### config.mk
export PLATFORM = sky130hd
export DESIGN_NAME = wft_ctrl
export DESIGN_NICKNAME = d
export VERILOG_FILES = /design/src/rtl/wft_pkg.sv /design/src/rtl/wft_ctrl.sv
export SDC_FILE = /design/constraint.sdc
export NUM_CORES = 1
export LEC_CHECK = 0
export ABC_CLOCK_PERIOD_IN_PS = 1390
export BUFFER_PORTS_ARGS = -buffer_cell sky130_fd_sc_hd__buf_4
export CELL_PAD_IN_SITES_DETAIL_PLACEMENT = 1
export CELL_PAD_IN_SITES_GLOBAL_PLACEMENT = 1
export CORE_AREA = 2 2 39 41
export CTS_CLUSTER_SIZE = 8
export DETAILED_ROUTE_END_ITERATION = 10
export DIE_AREA = 0 0 41 43
export PLACE_DENSITY_LB_ADDON = 0.1
export RECOVER_POWER = 25
export SLEW_MARGIN = 25
export SYNTH_ARGS = -nofsm -noshare
export SYNTH_HDL_FRONTEND = slang
export SYNTH_SLANG_ARGS = --single-unit
export TNS_END_PERCENT = 20
### constraint.sdc
create_clock -name clk -period 1.39 [get_ports clk]
set_input_delay 0.278 -clock clk [delete_from_list [all_inputs] [get_ports clk]]
set_output_delay 0.278 -clock clk [all_outputs]
set_load 0.05 [all_outputs]
### src/rtl/wft_pkg.sv
// Shared types and constants for the wildcard flow table.
// Used by wft_ctrl, wft_datapath and wildcard_flow_table_unit; no dependencies.
package wft_pkg;

    localparam int ENTRIES     = 64;
    localparam int IDX_W       = $clog2(ENTRIES);
    localparam int CMD_W       = 2;
    localparam int IP_W        = 32;
    localparam int L4_PORT_W   = 16;
    localparam int PROTO_W     = 8;
    localparam int ACTION_W    = 2;
    localparam int OUT_PORT_W  = 16;
    localparam int ENTRY_IDX_W = 6;

    localparam logic [IDX_W-1:0]     LAST_IDX   = IDX_W'(ENTRIES - 1);
    localparam logic [IP_W-1:0]      WILD_IP    = 32'hffff_ffff;
    localparam logic [L4_PORT_W-1:0] WILD_PORT  = 16'hffff;
    localparam logic [PROTO_W-1:0]   WILD_PROTO = 8'hff;

    typedef enum logic [CMD_W-1:0] {
        CMD_LOOKUP    = 2'd0,
        CMD_INS_FRONT = 2'd1,
        CMD_INS_BACK  = 2'd2,
        CMD_NOP       = 2'd3
    } cmd_t;

    typedef enum logic [ACTION_W-1:0] {
        ACT_UNUSED  = 2'd0,
        ACT_FORWARD = 2'd1,
        ACT_REPLY   = 2'd2,
        ACT_DROP    = 2'd3
    } action_t;

    typedef enum logic [1:0] {
        RES_ZERO = 2'd0,
        RES_HIT  = 2'd1,
        RES_SLOT = 2'd2,
        RES_FULL = 2'd3
    } res_kind_t;

    // one table row as stored in the rule memory
    typedef struct packed {
        logic [IP_W-1:0]       src_ip;
        logic [IP_W-1:0]       dst_ip;
        logic [L4_PORT_W-1:0]  src_port;
        logic [L4_PORT_W-1:0]  dst_port;
        logic [PROTO_W-1:0]    protocol;
        logic [ACTION_W-1:0]   action;
        logic [OUT_PORT_W-1:0] port;
    } rule_t;

    // controller -> datapath
    typedef struct packed {
        logic      load;      // latch request word, restart scan
        logic      step;      // advance scan by one entry
        logic      write;     // write key into the free slot
        logic      capture;   // latch pending result
        res_kind_t res_kind;
        logic      push;      // move pending result to output register
    } dp_cmd_t;

    // datapath -> controller
    typedef struct packed {
        cmd_t op;
        logic match;        // entry in read stage matches
        logic lookup_last;  // last entry is in read stage
        logic free;         // entry under insert pointer is unused
        logic ins_last;     // insert pointer on its last entry
    } dp_stat_t;

endpackage

### src/rtl/wft_ctrl.sv
// Controller state machine for the wildcard flow table.
// Depends on wft_pkg; drives wft_datapath through dp_cmd_t.
module wft_ctrl (
    input  logic              clk,
    input  logic              rst_n,
    input  logic              req_valid,
    output logic              req_ready,
    output logic              rsp_valid,
    input  logic              rsp_ready,
    input  wft_pkg::dp_stat_t stat,
    output wft_pkg::dp_cmd_t  cmd
);
    import wft_pkg::*;

    typedef enum logic [2:0] {
        ST_IDLE = 3'b001,
        ST_SCAN = 3'b010,
        ST_HOLD = 3'b100
    } state_t;

    state_t state_reg, state_next;
    logic   out_valid_reg, out_valid_next;

    always_comb
    begin
        state_next = state_reg;
        cmd        = '0;
        cmd.res_kind = RES_ZERO;
        case (state_reg)
            ST_IDLE:
            begin
                if (req_valid)
                begin
                    cmd.load   = 1'b1;
                    state_next = ST_SCAN;
                end
            end
            ST_SCAN:
            begin
                case (stat.op)
                    CMD_LOOKUP:
                    begin
                        cmd.step = 1'b1;
                        if (stat.match)
                        begin
                            cmd.capture  = 1'b1;
                            cmd.res_kind = RES_HIT;
                            state_next   = ST_HOLD;
                        end
                        else if (stat.lookup_last)
                        begin
                            cmd.capture  = 1'b1;
                            cmd.res_kind = RES_ZERO;
                            state_next   = ST_HOLD;
                        end
                    end
                    CMD_INS_FRONT, CMD_INS_BACK:
                    begin
                        if (stat.free)
                        begin
                            cmd.write    = 1'b1;
                            cmd.capture  = 1'b1;
                            cmd.res_kind = RES_SLOT;
                            state_next   = ST_HOLD;
                        end
                        else if (stat.ins_last)
                        begin
                            cmd.capture  = 1'b1;
                            cmd.res_kind = RES_FULL;
                            state_next   = ST_HOLD;
                        end
                        else
                        begin
                            cmd.step = 1'b1;
                        end
                    end
                    default:
                    begin
                        cmd.capture  = 1'b1;
                        cmd.res_kind = RES_ZERO;
                        state_next   = ST_HOLD;
                    end
                endcase
            end
            ST_HOLD:
            begin
                if (!out_valid_reg || rsp_ready)
                begin
                    cmd.push   = 1'b1;
                    state_next = ST_IDLE;
                end
            end
            default:
            begin
                state_next = ST_IDLE;
            end
        endcase
    end

    always_comb
    begin
        if (cmd.push)
            out_valid_next = 1'b1;
        else
            out_valid_next = out_valid_reg && !rsp_ready;
    end

    always_ff @(posedge clk or negedge rst_n)
    begin
        if (!rst_n)
        begin
            state_reg     <= ST_IDLE;
            out_valid_reg <= 1'b0;
        end
        else
        begin
            state_reg     <= state_next;
            out_valid_reg <= out_valid_next;
        end
    end

    assign req_ready = (state_reg == ST_IDLE);
    assign rsp_valid = out_valid_reg;

endmodule

==> results.yml <==
pwr:
  p_total_mw: 1.067
  p_leak_nw: 0.3610
  peakVddDrop_v: 0.0004409
  power_density_nw_per_um2: 1455
synthesis:
  synth_flop_cell: "dfrtp_1"
  syn_inst: 38
  synth_seq_area_share_pct: 32.40
  synth.distinct_cells: 21
  avgSynthCellArea_um2: 8.232
  synth_edf_count: 0
  syn_nets: 50
  synth_top_area_cell: "dfrtp_1"
  synth_area_leaders: "dfrtp_1, dfstp_2, ha_1"
  synth-warning-count: 0
  ys_top_cells_by_count: "nor2_1, inv_1, dfrtp_1, nand2_1, nor3_1"
  async_flop_share_pct: 100.0
  syn_area_um2: 312.8
  synth_top_area_share_pct: 24.00
  ys_seq_elements: 4
  synth_most_common_cell: "nor2_1"
critical_path:
  critPathKind: "reg2out"
  critPathCaptureType: "output port"
  path_max_fanout: 4
  r2r-start: "state_reg[0]$_DFFE_PN1P_"
  required_ns: 1.11
  rr_worst_depth: 5
  r2r-end: "state_reg[1]$_DFFE_PN0P_"
  worstSetupStartpointType: "flip-flop"
  cp.arrival_ns: 1.33
  rrSetupSlack_ns: 0.12
die:
  num_rows: 14
  core_um2: 1384
  fp.dieW_um: 41
  die-area_um2: 1763
  die_h_um: 43
  start_util_pct: 22.60
  io_pins: 19
timing:
  maxSlewHeadroom_pct: 72.61
  max_freq_mhz: 622.3
  fin_crit_ns: 1.607
  slew_violations: 0
  finalSetupViolations: 8
  finalClockSkew_ns: 0.003607
  post-route-period-util_pct: 115.6
  finalHoldViolCount: 0
  worst_slack_ns: -0.2168
  grt_setup_unrepaired: "true"
  worstMarginPinSlew_ns: 0.4081
  finalSetupTns_ns: -1.513
global_routing:
  grt_first_pass_wirelength_um: 1683
  overflow: 0
  grt_max_degree: 5
  gr-usage-all-layers_pct: 14.77
  antenna_found_initial: 0
  grt_pass1_vias: 437
detailed_routing:
  drtIter0Drc: 1
  wire_per_inst_um: 11.41
  num_vias: 417
  viasPerCell: 4.533
  wl_um: 1050
  ant_nets: 0
  dr.pass1.iters: 3
  drc: 0
clock_tree:
  path_clk_slew_ns: 0.04
  clock_path_buffers: 2
  cts.sinks: 4
  root_buffer: "clkbuf_4"
  numCtsBuffers: 3
  clock_latency_ns: 0.25
  h-tree-depth: 1
  cts_tree: "built"
status:
  status: "finished with violations"
  violations: "setup timing"
final_layout:
  drive_gt1_share_pct: 65.79
  nNetsFinal: 89
  syn_to_final_growth_pct: 134.4
  num-fill-cells: 175
  largest_reg_flops: 3
  fin_cells: 92
  final-seq-area_um2: 101.3
  final_core_util_pct: 52.98
  multi_input_area_um2: 279.0
  antenna_cells: 0
placed_design:
  hpwl_um: 815.9
  place_ws_ns: -0.2928
  numPlacedInstances: 84
  gp_congestion: 0.5909
  io_buffers: 18
job:
  max_cap_viol_count: 0
worst_hold_path:
  hp-class: "in2async"
## per-layer routing
metal | GRT usage, % | wire length, um | up-vias
li1 | - | - | 208
met1 | 13.55 | 374 | 188
met2 | 25.94 | 573 | 16
met3 | 2.094 | 68 | 5
met4 | 12.00 | 34 | 0
met5 | 0 | 0 | -
## repair_timing
item                                   in CTS  in global routing
endpoints found under the hold margin       4                  0
gates resized for setup                    14                  2
setup endpoints to repair                   8                  8
buffers inserted                            3                  0
hold buffers                                1                  0
pin swaps                                   5                  0
## metrics by stage
step / area [um^2] / hold slack (ns)
detailed placement: 620.6 / 0.07925
CTS: 726.9 / 0.3628
global placement: 620.6 / 0.07553
finish: 733.2 / 0.3852
global route: 733.2 / 0.4282
floorplan: 375.4 / -0.01759
## cell type report
class | count | share of cell area [%]
Clock buffer | 4 | 3.584
Timing Repair Buffer | 34 | 39.76
Sequential cell | 4 | 13.82
Multi-Input combinational cell | 30 | 38.05
Tap cell | 16 | 2.730
Inverter | 4 | 2.048
## power by group
part,switching [mW],internal (mW),total (mW)
clock,0.0644,0.109,0.173
sequential,0.0345,0.161,0.196
combinational,0.369,0.330,0.698
## layout by cell type (no fill, tap or decap), types with 2 or more instances in the layout
cell      count
nor2_1        4
buf_6         8
nor3_4        3
dfrtp_1       3
ha_1          2
clkbuf_1      2
nand2_1       2
clkbuf_4      3
nand2b_1      2
buf_4        23
inv_1         4
## worst max path at each step
stage / slack, ns / startpoint / cells after the start / to
final: -0.22 / state_reg[0]$_DFFE_PN1P_ / 3 / cmd[6]
after global placement: -0.29 / stat[5] / 7 / cmd[5]
after CTS: -0.22 / state_reg[2]$_DFFE_PN0P_ / 3 / cmd[0]
after floorplan: -0.28 / state_reg[0]$_DFFE_PN1P_ / 2 / cmd[6]
after global routing: -0.28 / state_reg[0]$_DFFE_PN1P_ / 3 / cmd[6]
after detailed placement: -0.29 / stat[4] / 7 / cmd[5]
## critical path: stages, from the launching register on
cell and delay, ns:
dfstp_2 0.56, nor3b_4 0.20, and2_4 0.18, buf_8 0.14
## cell families (layout without fill, tap and decap cells)
| group | after synthesis | count (layout) | share of synthesized area [%] |
|---|---|---|---|
| AOI/OAI and AO/OA | 8 | 8 | 18.80 |
| adders and majority gates | 2 | 2 | 7.999 |
| buffers and inverters | 4 | 42 | 4.799 |
| DFF | 4 | 4 | 32.40 |
| and+or+nand+nor | 20 | 20 | 36.00 |
No activity file was read; power rests on OpenSTA's default activity.
